## config.mk

```make
export PLATFORM = sky130hd
export DESIGN_NAME = heartbeat_reboot_watchdog
export DESIGN_NICKNAME = d
export VERILOG_FILES = /design/src/rtl/core/hbwd_pkg.sv /design/src/rtl/core/heartbeat_reboot_watchdog.sv
export SDC_FILE = /design/constraint.sdc
export NUM_CORES = 1
export LEC_CHECK = 0
export BUFFER_PORTS_ARGS = -buffer_cell sky130_fd_sc_hd__buf_4
export CELL_PAD_IN_SITES_DETAIL_PLACEMENT = 0
export CELL_PAD_IN_SITES_GLOBAL_PLACEMENT = 1
export CORE_MARGIN = 2
export CORE_UTILIZATION = 40
export DETAILED_ROUTE_END_ITERATION = 16
export GPL_TIMING_DRIVEN = 0
export PLACE_DENSITY_LB_ADDON = 0.1
export SKIP_LAST_GASP = 1
export SLEW_MARGIN = 10
export SYNTH_ARGS = -nofsm -noshare
export SYNTH_HDL_FRONTEND = slang
export SYNTH_SLANG_ARGS = --single-unit
```

## constraint.sdc

```tcl
create_clock -name clk -period 8.4 [get_ports clk]
set_clock_uncertainty 0.2 [all_clocks]
set_input_delay 0.84 -clock clk [delete_from_list [all_inputs] [get_ports clk]]
set_output_delay 0.84 -clock clk [all_outputs]
set_load 0.02 [all_outputs]
```

## src/rtl/core/hbwd_pkg.sv

```systemverilog
// types, constants and helpers for the heartbeat reboot watchdog
// no dependencies; used by heartbeat_reboot_watchdog

package hbwd_pkg;

  // width of the saturating tick counters (8 to 32)
  localparam int COUNT_WIDTH = 16;
  // width used to compare a counter against a 16-bit limit
  localparam int CMP_W = (COUNT_WIDTH > 16) ? COUNT_WIDTH : 16;

  localparam logic [15:0] FAN_STALE_PERIOD = 16'hFFFF;

  // watchdog state codes
  localparam logic [1:0] ST_INIT  = 2'd0;
  localparam logic [1:0] ST_WAIT  = 2'd1;
  localparam logic [1:0] ST_PULSE = 2'd2;
  localparam logic [1:0] ST_HOLD  = 2'd3;

  // request kinds
  localparam logic [1:0] KIND_TICK    = 2'd0;
  localparam logic [1:0] KIND_HBEAT   = 2'd1;
  localparam logic [1:0] KIND_CAPTURE = 2'd2;
  localparam logic [1:0] KIND_CONTROL = 2'd3;

  // control byte fields
  localparam int CTL_ACTIVE_BIT   = 7;
  localparam int CTL_OVERRIDE_BIT = 2;

  // configuration register indexes
  localparam logic [2:0] REG_INITIAL_WAIT = 3'd0;
  localparam logic [2:0] REG_HB_LIMIT     = 3'd1;
  localparam logic [2:0] REG_PULSE        = 3'd2;
  localparam logic [2:0] REG_HOLDOFF      = 3'd3;
  localparam logic [2:0] REG_FAN_STALE    = 3'd4;

  // reset values of the configuration registers
  localparam logic [15:0] RST_INITIAL_WAIT = 16'd30;
  localparam logic [15:0] RST_HB_LIMIT     = 16'd10;
  localparam logic [15:0] RST_PULSE        = 16'd2;
  localparam logic [15:0] RST_HOLDOFF      = 16'd60;
  localparam logic [15:0] RST_FAN_STALE    = 16'd16;

  typedef logic [COUNT_WIDTH-1:0] cnt_t;

  typedef struct packed {
    logic [1:0]  kind;
    logic [15:0] capture_value;
    logic [7:0]  control_value;
  } in_item_t;

  typedef struct packed {
    logic        reboot_out;
    logic [7:0]  status;
    logic [15:0] reboot_count;
    logic [15:0] fan_period;
    logic [15:0] heartbeat_interval;
  } out_item_t;

  // saturating increment
  function automatic cnt_t sat_inc(input cnt_t v);
    return (&v) ? v : cnt_t'(v + cnt_t'(1));
  endfunction

  // counter >= 16-bit limit, both widened to a common width
  function automatic logic cnt_ge(input cnt_t c, input logic [15:0] lim);
    return CMP_W'(c) >= CMP_W'(lim);
  endfunction

  // counter as a 16-bit result field
  function automatic logic [15:0] cnt_out(input cnt_t c);
    logic [CMP_W-1:0] w;
    w = CMP_W'(c);
    return w[15:0];
  endfunction

endpackage

```

## src/rtl/core/heartbeat_reboot_watchdog.sv

```systemverilog
// heartbeat reboot watchdog top level: state update, result register and skid stage
// depends on hbwd_pkg

// Heartbeat supervisor with reboot pulse and fan tacho period capture. Every
// request (tick, heartbeat edge, tacho capture or control write) updates the
// watchdog state in the cycle it is accepted and yields exactly one result,
// which is registered before it reaches out_data. While in_stall is low a request
// can be accepted every cycle; the rate is one per clock, set by the single pass of
// compare/increment logic in front of the state registers. A two-deep output
// (result register plus skid register) keeps requests flowing while one result is
// stalled; in_stall rises only once both are full. The watchdog walks initial wait,
// wait, reboot pulse and hold-off on ticks, and a control override can force its
// state; saturating counters are compared against the configuration limits.
// Registers are written through the cfg port (always ready), by the user only while
// the block is idle (the block does not enforce it); indexes above 4 are ignored.

module heartbeat_reboot_watchdog (
  input  logic                 clk,
  input  logic                 rst_n,
  // request channel
  input  logic                 in_valid,
  output logic                 in_stall,
  input  hbwd_pkg::in_item_t   in_data,
  // result channel
  output logic                 out_valid,
  input  logic                 out_stall,
  output hbwd_pkg::out_item_t  out_data,
  // configuration writes
  input  logic                 cfg_valid,
  output logic                 cfg_ready,
  input  logic [2:0]           cfg_index,
  input  logic [15:0]          cfg_data
);

  // configuration registers
  logic [15:0] initial_wait_r, hb_limit_r, pulse_r, holdoff_r, fan_stale_r;

  // watchdog state
  logic [1:0]      wd_state_r, wd_state_nxt;
  logic            active_r, active_nxt;
  logic            pin_level_r, pin_level_nxt;
  hbwd_pkg::cnt_t  state_cnt_r, state_cnt_nxt;
  hbwd_pkg::cnt_t  since_hb_r, since_hb_nxt;
  hbwd_pkg::cnt_t  last_int_r, last_int_nxt;
  hbwd_pkg::cnt_t  fan_idle_r, fan_idle_nxt;
  logic [15:0]     cap_now_r, cap_now_nxt;
  logic [15:0]     cap_prev_r, cap_prev_nxt;

  // output register and skid stage
  logic                 out_vld_r, skid_vld_r;
  hbwd_pkg::out_item_t  out_r, skid_r;
  hbwd_pkg::out_item_t  res_nxt;

  logic           in_acc, out_take;
  logic [1:0]     tick_state;
  hbwd_pkg::cnt_t cnt_inc;

  assign cfg_ready = 1'b1;
  assign in_stall  = skid_vld_r;
  assign in_acc    = in_valid && !in_stall;
  assign out_take  = out_vld_r && !out_stall;
  assign out_valid = out_vld_r;
  assign out_data  = out_r;

  // configuration writes
  always_ff @(posedge clk) begin
    if (!rst_n) begin
      initial_wait_r <= hbwd_pkg::RST_INITIAL_WAIT;
      hb_limit_r     <= hbwd_pkg::RST_HB_LIMIT;
      pulse_r        <= hbwd_pkg::RST_PULSE;
      holdoff_r      <= hbwd_pkg::RST_HOLDOFF;
      fan_stale_r    <= hbwd_pkg::RST_FAN_STALE;
    end else if (cfg_valid && cfg_ready) begin
      unique case (cfg_index)
        hbwd_pkg::REG_INITIAL_WAIT: initial_wait_r <= cfg_data;
        hbwd_pkg::REG_HB_LIMIT:     hb_limit_r     <= cfg_data;
        hbwd_pkg::REG_PULSE:        pulse_r        <= cfg_data;
        hbwd_pkg::REG_HOLDOFF:      holdoff_r      <= cfg_data;
        hbwd_pkg::REG_FAN_STALE:    fan_stale_r    <= cfg_data;
        default: ;
      endcase
    end
  end

  // next state for the accepted request
  assign cnt_inc    = hbwd_pkg::sat_inc(state_cnt_r);
  assign tick_state = active_r ? wd_state_r : hbwd_pkg::ST_INIT;

  always_comb begin
    wd_state_nxt  = wd_state_r;
    active_nxt    = active_r;
    pin_level_nxt = pin_level_r;
    state_cnt_nxt = state_cnt_r;
    since_hb_nxt  = since_hb_r;
    last_int_nxt  = last_int_r;
    fan_idle_nxt  = fan_idle_r;
    cap_now_nxt   = cap_now_r;
    cap_prev_nxt  = cap_prev_r;

    case (in_data.kind)
      hbwd_pkg::KIND_TICK: begin
        since_hb_nxt = hbwd_pkg::sat_inc(since_hb_r);
        if (!hbwd_pkg::cnt_ge(fan_idle_r, fan_stale_r)) begin
          fan_idle_nxt = hbwd_pkg::sat_inc(fan_idle_r);
        end
        wd_state_nxt = tick_state;
        unique case (tick_state)
          hbwd_pkg::ST_INIT: begin
            state_cnt_nxt = cnt_inc;
            if (hbwd_pkg::cnt_ge(cnt_inc, initial_wait_r)) begin
              state_cnt_nxt = '0;
              wd_state_nxt  = hbwd_pkg::ST_WAIT;
            end
          end
          hbwd_pkg::ST_WAIT: begin
            // uses the already incremented heartbeat age
            if (hbwd_pkg::cnt_ge(since_hb_nxt, hb_limit_r)) begin
              wd_state_nxt = hbwd_pkg::ST_PULSE;
            end
          end
          hbwd_pkg::ST_PULSE: begin
            pin_level_nxt = 1'b1;
            state_cnt_nxt = cnt_inc;
            if (hbwd_pkg::cnt_ge(cnt_inc, pulse_r)) begin
              state_cnt_nxt = '0;
              wd_state_nxt  = hbwd_pkg::ST_HOLD;
              pin_level_nxt = 1'b0;
            end
          end
          hbwd_pkg::ST_HOLD: begin
            state_cnt_nxt = cnt_inc;
            if (hbwd_pkg::cnt_ge(cnt_inc, holdoff_r)) begin
              state_cnt_nxt = '0;
              wd_state_nxt  = hbwd_pkg::ST_WAIT;
            end
          end
          default: ;
        endcase
      end
      hbwd_pkg::KIND_HBEAT: begin
        last_int_nxt = since_hb_r;
        since_hb_nxt = '0;
      end
      hbwd_pkg::KIND_CAPTURE: begin
        cap_prev_nxt = cap_now_r;
        cap_now_nxt  = in_data.capture_value;
        fan_idle_nxt = '0;
      end
      default: begin
        // control write; an override forces the state, leaving pin and counter alone
        active_nxt = in_data.control_value[hbwd_pkg::CTL_ACTIVE_BIT];
        if (in_data.control_value[hbwd_pkg::CTL_OVERRIDE_BIT]) begin
          wd_state_nxt = in_data.control_value[1:0];
        end
      end
    endcase
  end

  // result fields from the updated state
  always_comb begin
    res_nxt.reboot_out         = pin_level_nxt;
    res_nxt.status             = {active_nxt, 5'b0, wd_state_nxt};
    res_nxt.reboot_count       = hbwd_pkg::cnt_out(state_cnt_nxt);
    res_nxt.fan_period         = hbwd_pkg::cnt_ge(fan_idle_nxt, fan_stale_r)
                                 ? hbwd_pkg::FAN_STALE_PERIOD
                                 : 16'(cap_now_nxt - cap_prev_nxt);
    res_nxt.heartbeat_interval = hbwd_pkg::cnt_out(last_int_nxt);
  end

  // state registers
  always_ff @(posedge clk) begin
    if (!rst_n) begin
      wd_state_r  <= hbwd_pkg::ST_INIT;
      active_r    <= 1'b1;
      pin_level_r <= 1'b0;
      state_cnt_r <= '0;
      since_hb_r  <= '0;
      last_int_r  <= '0;
      fan_idle_r  <= '0;
      cap_now_r   <= '0;
      cap_prev_r  <= '0;
    end else if (in_acc) begin
      wd_state_r  <= wd_state_nxt;
      active_r    <= active_nxt;
      pin_level_r <= pin_level_nxt;
      state_cnt_r <= state_cnt_nxt;
      since_hb_r  <= since_hb_nxt;
      last_int_r  <= last_int_nxt;
      fan_idle_r  <= fan_idle_nxt;
      cap_now_r   <= cap_now_nxt;
      cap_prev_r  <= cap_prev_nxt;
    end
  end

  // output register with skid stage behind it
  always_ff @(posedge clk) begin
    if (!rst_n) begin
      out_vld_r  <= 1'b0;
      skid_vld_r <= 1'b0;
    end else if (skid_vld_r) begin
      // no request accepted while the skid stage is full
      if (out_take) begin
        out_r      <= skid_r;
        skid_vld_r <= 1'b0;
      end
    end else if (in_acc) begin
      if (!out_vld_r || out_take) begin
        out_r     <= res_nxt;
        out_vld_r <= 1'b1;
      end else begin
        skid_r     <= res_nxt;
        skid_vld_r <= 1'b1;
      end
    end else if (out_take) begin
      out_vld_r <= 1'b0;
    end
  end

endmodule

```

==> results of run 1 <==
[logic make-up after synthesis]
group | count (synthesis) | synth area share (%)
other | 2 | 0.0479
adders and majority gates | 119 | 9.55
xor gates and xnor gates | 30 | 1.68
DFF | 286 | 43.2
AOI/OAI and AO/OA | 372 | 15.2
muxes | 105 | 7.37
buffers and inverters | 192 | 4.94
and+or+nand+nor | 623 | 18.1
[stage by stage]
| step | worst slack, ns | hold slack, ns | total power, W |
|---|---|---|---|
| finish | 2.66 | 0.252 | 0.00358 |
| global route | 2.19 | 0.272 | 0.00373 |
| CTS | 2.64 | 0.254 | 0.00361 |
| detailed placement | 2.53 | 0.247 | 0.00209 |
| global placement | 0.602 | 0.243 | 0.00208 |
| floorplan | 2.78 | 0.236 | 0.00190 |
[worst max-delay path by stage]
stage | start | end | cells after the start | slack, ns
detailed placement | in_data[24] | out_data[27]$_DFFE_PP_ | 17 | 2.53
floorplan | rst_n | skid_r[0]$_DFFE_PP_ | 4 | 2.78
global route | fan_idle_r[0]$_SDFFE_PN0P_ | out_data[27]$_DFFE_PP_ | 19 | 2.19
CTS | fan_idle_r[0]$_SDFFE_PN0P_ | out_data[27]$_DFFE_PP_ | 19 | 2.64
finish | fan_idle_r[0]$_SDFFE_PN0P_ | out_data[27]$_DFFE_PP_ | 19 | 2.66
global placement | in_stall$_SDFF_PN0_ | skid_r[40]$_DFFE_PP_ | 5 | 0.60
[sequential cells by signal (all words and copies together) (netlist names)]
register        flops
in_stall            1
initial_wait_r     16
skid_r             52
cap_prev_r         16
fan_idle_r         16
last_int_r         16
wd_state_r          2
state_cnt_r        16
holdoff_r          16
pin_level_r         1
cap_now_r          16
since_hb_r         16
pulse_r            16
hb_limit_r         16
out_data           52
fan_stale_r        16
out_valid           1
active_r            1
[cells in the final DEF (no fill, tap or decap), drive strengths merged, types with 25 or more instances in the layout]
cell type	n
nand3	59
o21ai	55
a21oi	144
nor2	144
buf	127
a211oi	26
clkbuf	116
ha	118
nand2	252
a21o	25
nor3	56
dfxtp	182
edfxtp	104
inv	99
mux2	81
[worst reg2reg max path, stage by stage (launching register included)]
cell and delay, ns:
dfxtp_1 0.43, inv_1 0.10, ha_1 0.27, nand2b_1 0.09
a21o_1 0.12, a21o_1 0.15, a221oi_2 0.07, o41ai_1 1.03
nor2_1 0.26, nand2_1 0.16, mux2i_1 0.19, ha_1 0.26
a21oi_1 0.11, o21ai_0 0.10, a21oi_1 0.18, o21ai_0 0.15
a31oi_1 0.78, clkbuf_1 0.38, nand2_1 0.17, mux2_2 0.29
[per-layer routing]
layer | vias to the layer above | wire length (um) | GRT usage (%)
li1 | 6471 | - | -
met1 | 6066 | 23100 | 33.6
met2 | 331 | 19500 | 33.8
met3 | 54 | 2590 | 3.13
met4 | 0 | 894 | 5.23
met5 | - | 0 | 0
[report_power, final]
group          internal, W  switching, W  leakage, nW
Combinational     0.000204      0.000323         4.18
Clock             0.000925      0.000593        0.557
Sequential         0.00151     0.0000247         2.47
Total              0.00264      0.000940         7.21
[cell type report]
cell class,count,area (um2)
clock buffers,44,950
repair buffers,104,793
diodes,2,5.00
well taps,518,648
flip-flops and latches,286,6770
multi-input cells,1255,8160
plain buffers,95,410
inverters,97,364
clock inverters,16,198
fillers,3756,20300
==> metrics, run 1 <==
Max FO, Critical Path 10; CP required 8.47 ns; CORE AREA 0.0386 mm2; Final Non-Filler Cells 2417; ys async rst share 0%; Worst slew margin 21.1%; Leakage 7.21 nW; unrepaired setup endpoints after global routing no; Worst Setup End Kind register; Peak VDD IR 0.128 mV; die area 0.0408 mm2; Highest Clock Rate 0.174 GHz; R2R setup slack 2.66 ns; Clock Latency Late Sink 0.52 ns; placed cells 2355; ordered list of cells on the worst path inv_1, ha_1, nand2b_1, a21o_1, a21o_1, a221oi_2, o41ai_1, nor2_1, nand2_1, mux2i_1, ha_1, a21oi_1, o21ai_0, a21oi_1, o21ai_0, a31oi_1, clkbuf_1, nand2_1, mux2_2; Mapped Area 0.0157 mm2; share of layout cells above drive strength 1 15.0%; CP Launch Type register; hold_sp pulse_r[14]$_SDFFE_PN0P_; Hold Path Stages 2; Power Density 196 mW/mm2; vias in the first global route 12200; hold_buf cts 0; Yosys top cell by area dfxtp_1; post-cts gate resize count 0; number of synthesized flops with an enable pin 104; Initial DRC Count 927; slowest cell delay on critical path 1.03 ns; Antenna Nets Post-Route 0; Synth Warn # 0; endpoints failing setup 0; initial core utilization 40.6%; largest net degree at the start of global routing 34; CP Class reg2reg; GR Overflow Total 0; post-synthesis sequential area ratio 43.2%; Arr. time, crit path 5.81 ns; first-pass GRT wire length 71300 um; FF-to-FF Start fan_idle_r[0]$_SDFFE_PN0P_; FF+latch count, synth 286; Hold Crit Endpoint pulse_r[14]$_SDFFE_PN0P_; Post-synth top flop dfxtp_1; DRT Wirelength 46100 um; Synth top area share 23.2%; H-tree depth 2; Avg WL per Cell 19.1 um; fin util 47.3%; nets 2043; DIE WIDTH 202 um; postcts setup bufs 0; CTS tree done; commonest cells in the netlist 250 x nand2_1, 182 x dfxtp_1, 144 x nor2_1; Top Ports 110; Clock Tree Root clkbuf_16; Area Growth Syn to Fin 16.7%; DR vias 12900; Tmin final 5.74 ns; GRT Overall Usage 22.4%; max cap viols 0; R2R cell count 19; slowest CP cell o41ai_1; DP HPWL 34800 um; initial antenna violation count 2; Longest Clk Path Bufs 3; Yosys cell types 78; height of the chip 202 um; Pre-Repair DR Iteration Count 5; Critical path buffers and inverters 2; area of placed instances 0.0171 mm2; Cell Rows 72; Final TNS setup 0 ns; worst-margin pin slew 1.17 ns; Sink Count 286; syn avg cell area 9.07 um2; most frequent cell after synthesis nand2_1; Hold WC Path Type reg2reg; reg2reg end out_data[27]$_DFFE_PP_; period utilization 68.4%; # DRC 0; Slew Limit Fails 0; Crit path max-delay family compound AO/OA/AOI/OAI gates; clock slew at reported path FFs 0.06 ns; final hold violations 0; vias per cell 5.35; Finished Cell Area 0.0183 mm2; port bufs 98; outcome finished, final reports clean; Inserted Clock Buffers 35; GP Congestion 0.849; synth top area cells dfxtp_1 23%, edfxtp_1 20%, ha_1 9.4%; Syn Inst Count 1729
No activity file was read; power rests on OpenSTA's default activity.
==> inputs of run 2 (changes only) <==
clock period = 4.6 ns   (was 8.4 ns; I/O delays follow)
==> metrics, run 2 (synthesis results as in run 1) <==
outcome finished, final reports clean; CORE AREA 0.0386 mm2 (unchanged); Critical path buffers and inverters 5 (+3); die area 0.0408 mm2 (unchanged); H-tree depth 2 (unchanged); endpoints failing setup 0 (unchanged); worst-margin pin slew 0.912 ns (-0.256 ns); initial antenna violation count 0 (-2); Arr. time, crit path 4.53 ns (-1.28 ns); slowest CP cell dfxtp_4; Leakage 7.55 nW (+4.7%); Crit path max-delay family compound AO/OA/AOI/OAI gates; # DRC 0 (unchanged); R2R setup slack 0.16 ns (-2.50 ns); largest net degree at the start of global routing 33 (-2.9%); Slew Limit Fails 0 (unchanged); GR Overflow Total 0 (unchanged); period utilization 96.5% (+28 points); Avg WL per Cell 19.1 um (+0.37%); final hold violations 0 (unchanged); Power Density 360 mW/mm2 (+84%); area of placed instances 0.0172 mm2 (+0.15%); port bufs 98 (unchanged); slowest cell delay on critical path 0.34 ns (-0.69 ns); Hold WC Path Type in2reg; vias in the first global route 12400 (+1.8%); DIE WIDTH 202 um (unchanged); first-pass GRT wire length 72600 um (+1.7%); DRT Wirelength 46700 um (+1.4%); Finished Cell Area 0.0190 mm2 (+3.8%); height of the chip 202 um (unchanged); Sink Count 286 (unchanged); Hold Path Stages 3 (+1); Most common cell on crit path a21o_1; CP Launch Type register; # diodes 0 (-2); DR vias 13000 (+0.98%); pre-CTS setup slack -1.24 ns (-3.77 ns); fin util 49.1% (+1.8 points); Max FO, Critical Path 7 (-3); CP Depth 21 (+2); Final WS setup 0.161 ns (-2.50 ns); share of layout cells above drive strength 1 18.9% (+4.0 points); ordered list of cells on the worst path inv_1, ha_1, nand2b_1, a21o_1, a21o_1, a221oi_4, o41a_2, buf_8, buf_4, a41oi_1, a21o_1, ha_1, nand2_2, nor2_1, a211oi_2, o211ai_1, a31oi_4, buf_12, inv_1, a21o_1, mux2_2; most common cell after layout, fill and taps aside nand2_1; R2R cell count 21 (+2); Top Ports 110 (unchanged); Peak VDD IR 0.254 mV (+99%); vias per cell 5.35 (about the same); Worst Setup End Kind register; CTS tree done; GP Congestion 0.882 (+4.0%); GRT Overall Usage 23.0% (+0.61 points); Clock Tree Root clkbuf_16; Worst slew margin 39.2% (+18 points); max cap viols 0 (unchanged); clock slew at reported path FFs 0.06 ns (about the same); Inserted Clock Buffers 35 (unchanged); initial core utilization 40.6% (unchanged); CP Class reg2reg; unrepaired setup endpoints after global routing yes; Highest Clock Rate 0.225 GHz (+29%); Initial DRC Count 938 (+1.2%); nets 2066 (+1.1%); Pre-Repair DR Iteration Count 5 (unchanged); commonest non-fill, non-tap cells in the layout 246 x nand2_1, 173 x dfxtp_1, 141 x nor2_1; Cell Rows 72 (unchanged); Longest Clk Path Bufs 3 (unchanged); Clock Latency Late Sink 0.55 ns (+0.03 ns); DP HPWL 34900 um (+0.17%); CP required 4.69 ns (-3.78 ns); Area Growth Syn to Fin 21.1%; Tmin final 4.44 ns (-1.30 ns); Antenna Nets Post-Route 0 (unchanged)
-- run 2: worst paths after layout --
kind | start | to
max | fan_idle_r[0]$_SDFFE_PN0P_ | out_data[22]$_DFFE_PP_
min | in_data[23] | cap_now_r[15]$_SDFFE_PN0P_
max reg2reg | fan_idle_r[0]$_SDFFE_PN0P_ | out_data[22]$_DFFE_PP_
min reg2reg | pulse_r[13]$_SDFFE_PN0P_ | pulse_r[13]$_SDFFE_PN0P_
-- run 2: worst register-to-register path: stages (launching register included) --
cell and delay (ns):
dfxtp_4 0.34, inv_1 0.05, ha_1 0.25, nand2b_1 0.14, a21o_1 0.18, a21o_1 0.20
a221oi_4 0.33, o41a_2 0.19, buf_8 0.13, buf_4 0.11, a41oi_1 0.13, a21o_1 0.24
ha_1 0.32, nand2_2 0.09, nor2_1 0.05, a211oi_2 0.20, o211ai_1 0.17, a31oi_4 0.20
buf_12 0.15, inv_1 0.07, a21o_1 0.18, mux2_2 0.27
-- run 2: final cells by class --
type / count / area, um2
sequential: 286 / 6790
clock buffer: 42 / 995
multi-input combinational: 1255 / 8450
buffer: 95 / 439
clock inverter: 21 / 275
fill: 3715 / 19700
tap: 518 / 648
timing repair buffer: 127 / 1030
inverter: 97 / 364
-- run 2: power breakdown --
group | switching, W | total (W) | internal [W]
combinational | 0.000605 | 0.00101 | 0.000402
clock | 0.00115 | 0.00303 | 0.00189
sequential | 0.0000450 | 0.00280 | 0.00276
-- run 2: layer usage --
| metal | vias to the layer above | GRT usage [%] | part of all wire [%] |
|---|---|---|---|
| met4 | 0 | 7.59 | 2.5 |
| li1 | 6528 | - | - |
| met2 | 293 | 34.5 | 43 |
| met1 | 6167 | 34.1 | 50 |
| met5 | - | 0 | 0 |
| met3 | 61 | 2.77 | 4.5 |
-- run 2: stage by stage --
| stage | hold slack (ns) | instances | power [W] | TNS, ns |
|---|---|---|---|---|
| floorplan | 0.236 | 1733 | 0.00348 | 0 |
| global placement | 0.244 | 2349 | 0.00380 | -175.77 |
| detailed placement | 0.247 | 2353 | 0.00381 | -40.01 |
| CTS | 0.000306 | 2427 | 0.00688 | 0 |
| global route | 0.0232 | 2441 | 0.00710 | -0.0143 |
| finish | 0.0248 | 2441 | 0.00684 | 0 |
-- run 2: repair_timing --
item                                   4_1_cts  5_1_grt
resized for setup                           26       59
pin swaps                                   11       24
endpoints found under the hold margin        2        0
cloned                                       0        1
hold buffers                                 1        0
setup buffers                               10       13
setup endpoints to repair                   75       65
==> inputs of run 3 (changes only) <==
CTS_CLUSTER_SIZE = 14   (was not set)
MAX_ROUTING_LAYER = met4   (was not set)
clock period = 5.02 ns   (was 4.6 ns; I/O delays follow)
==> metrics, run 3 (synthesis results as in run 1) <==
outcome finished, final reports clean; Antenna Nets Post-Route 0 (unchanged); CP required 5.12 ns (+0.43 ns); # DRC 0 (unchanged); DR vias 12900 (-0.95%); Sink Count 286 (unchanged); share of layout cells above drive strength 1 16.1% (-2.8 points); vias per cell 5.34 (-0.13%); Cell Rows 72 (unchanged); CP Class reg2reg; vias in the first global route 12400 (-0.20%); Slew Limit Fails 0 (unchanged); Top Ports 110 (unchanged); DRT Wirelength 46400 um (-0.54%); Longest Clk Path Bufs 3 (unchanged); Pre-Repair DR Iteration Count 5 (unchanged); Worst Setup End Kind register; Inserted Clock Buffers 35 (unchanged); clock slew at reported path FFs 0.06 ns (about the same); Clock Latency Late Sink 0.56 ns (about the same); Worst slew margin 39.6% (+0.42 points); largest net degree at the start of global routing 33 (unchanged); H-tree depth 2 (unchanged); max cap viols 0 (unchanged); Final TNS setup 0 ns (unchanged); endpoints failing setup 0 (unchanged); Multi-input gate area 0.00824 mm2 (-2.4%); nets 2045 (-1.0%); Highest Clock Rate 0.208 GHz (-7.5%); period utilization 95.6% (-0.91 points); # fillers 3752 (+1.0%); Arr. time, crit path 4.90 ns (+0.37 ns); Area Growth Syn to Fin 17.7%; CTS tree done; DP HPWL 34900 um (unchanged); final hold violations 0 (unchanged); WHS 0.0603 ns (+0.0354 ns); Tmin final 4.80 ns (+0.360 ns); CP Launch Type register; DIE WIDTH 202 um (unchanged); port bufs 98 (unchanged); Peak VDD IR 0.208 mV (-18%); Initial DRC Count 993 (+5.9%); hold_buf cts 0 (-1); initial core utilization 40.6% (unchanged); Hold WC Path Type in2reg; Leakage 7.29 nW (-3.5%); Avg WL per Cell 19.2 um (+0.28%); # diodes 0 (unchanged); commonest non-fill, non-tap cells in the layout 250 x nand2_1, 179 x dfxtp_1, 143 x nor2_1; Power Density 327 mW/mm2 (-9.3%); GR Overflow Total 0 (unchanged); die area 0.0408 mm2 (unchanged); first-pass GRT wire length 72500 um (about the same); height of the chip 202 um (unchanged); Max FO, Critical Path 7 (unchanged); CORE AREA 0.0386 mm2 (unchanged); GRT Overall Usage 23.6% (+0.67 points); Storage cell area 0.00677 mm2 (-0.22%); worst-margin pin slew 0.905 ns (-0.00623 ns); initial antenna violation count 0 (unchanged); GP Congestion 0.897 (+1.7%); Clock Tree Root clkbuf_16; most common cell after layout, fill and taps aside nand2_1
[run 3: cell count changes in the layout (fill, tap and decap cells not counted), moves of 4 or more]
cell       change
nand2_2        -4
dfxtp_1        +6
nand3_1        +4
nor3_1         +5
nand2_1        +4
bufinv_16      -4
nand3_2        -4
buf_4         -18
[run 3: area by class of cell]
| type | instances | area share (%) |
|---|---|---|
| clock inverters | 21 | 1.04 |
| flip-flops and latches | 286 | 36.7 |
| clock buffers | 43 | 5.35 |
| inverters | 97 | 1.97 |
| well taps | 518 | 3.51 |
| plain buffers | 95 | 2.24 |
| multi-input cells | 1255 | 44.6 |
| repair buffers | 106 | 4.57 |
[run 3: per-stage QoR]
stage	cells	area [um2]	power (W)	worst slack, ns	util, %
2_1_floorplan	1733	15700	0.00319	0.646	-
3_3_place_gp	2349	17100	0.00348	-1.32	44.2
5_1_grt	2421	18500	0.00628	-0.0179	47.8
4_1_cts	2417	18400	0.00610	0.0189	47.6
6_report	2421	18500	0.00603	0.221	47.8
3_5_place_dp	2353	17200	0.00350	-0.819	44.4
[run 3: what timing repair did]
action / CTS / global route
resized for setup: 5 / 16
endpoints found under the hold margin: 0 / 0
setup buffers: 0 / 4
pin swaps: 0 / 3
setup endpoints to repair: 35 / 35
gates cloned: 0 / 0
[run 3: layer usage]
layer,share of wire [%],wire length (um),up-vias,track usage [%]
li1,-,-,6477,-
met1,50,23400,6087,33.9
met2,43,19800,295,34.7
met3,4.5,2070,66,2.85
met4,2.5,1150,0,7.48
met5,0,0,-,-
[run 3: final timing paths]
path / depth (start not counted) / start / slack [ns] / end
max: 19 / fan_idle_r[0]$_SDFFE_PN0P_ / 0.22 / out_data[18]$_DFFE_PP_
min reg2reg: 2 / pulse_r[2]$_SDFFE_PN0P_ / 0.25 / pulse_r[2]$_SDFFE_PN0P_
min: 3 / in_data[23] / 0.06 / cap_now_r[15]$_SDFFE_PN0P_
max reg2reg: 19 / fan_idle_r[0]$_SDFFE_PN0P_ / 0.22 / out_data[18]$_DFFE_PP_
[run 3: worst max-delay path, stage by stage, from the launching register on]
cell and delay [ns]:
dfxtp_2 0.39, inv_1 0.08, ha_1 0.26, nand2b_1 0.10, a21o_1 0.12, a21o_1 0.13
a221oi_2 0.08, o41ai_2 0.76, nor2_1 0.24, nand2_1 0.15, mux2i_1 0.19, ha_1 0.26
a21oi_1 0.11, o21ai_0 0.11, a21oi_1 0.18, o21ai_0 0.19, a31oi_4 0.35, buf_4 0.18
o21ai_0 0.16, mux2_2 0.31
[run 3: power breakdown]
part           switching (W)  internal [W]
clock                0.00106       0.00152
sequential         0.0000419       0.00253
combinational       0.000544      0.000347
total                0.00164       0.00439
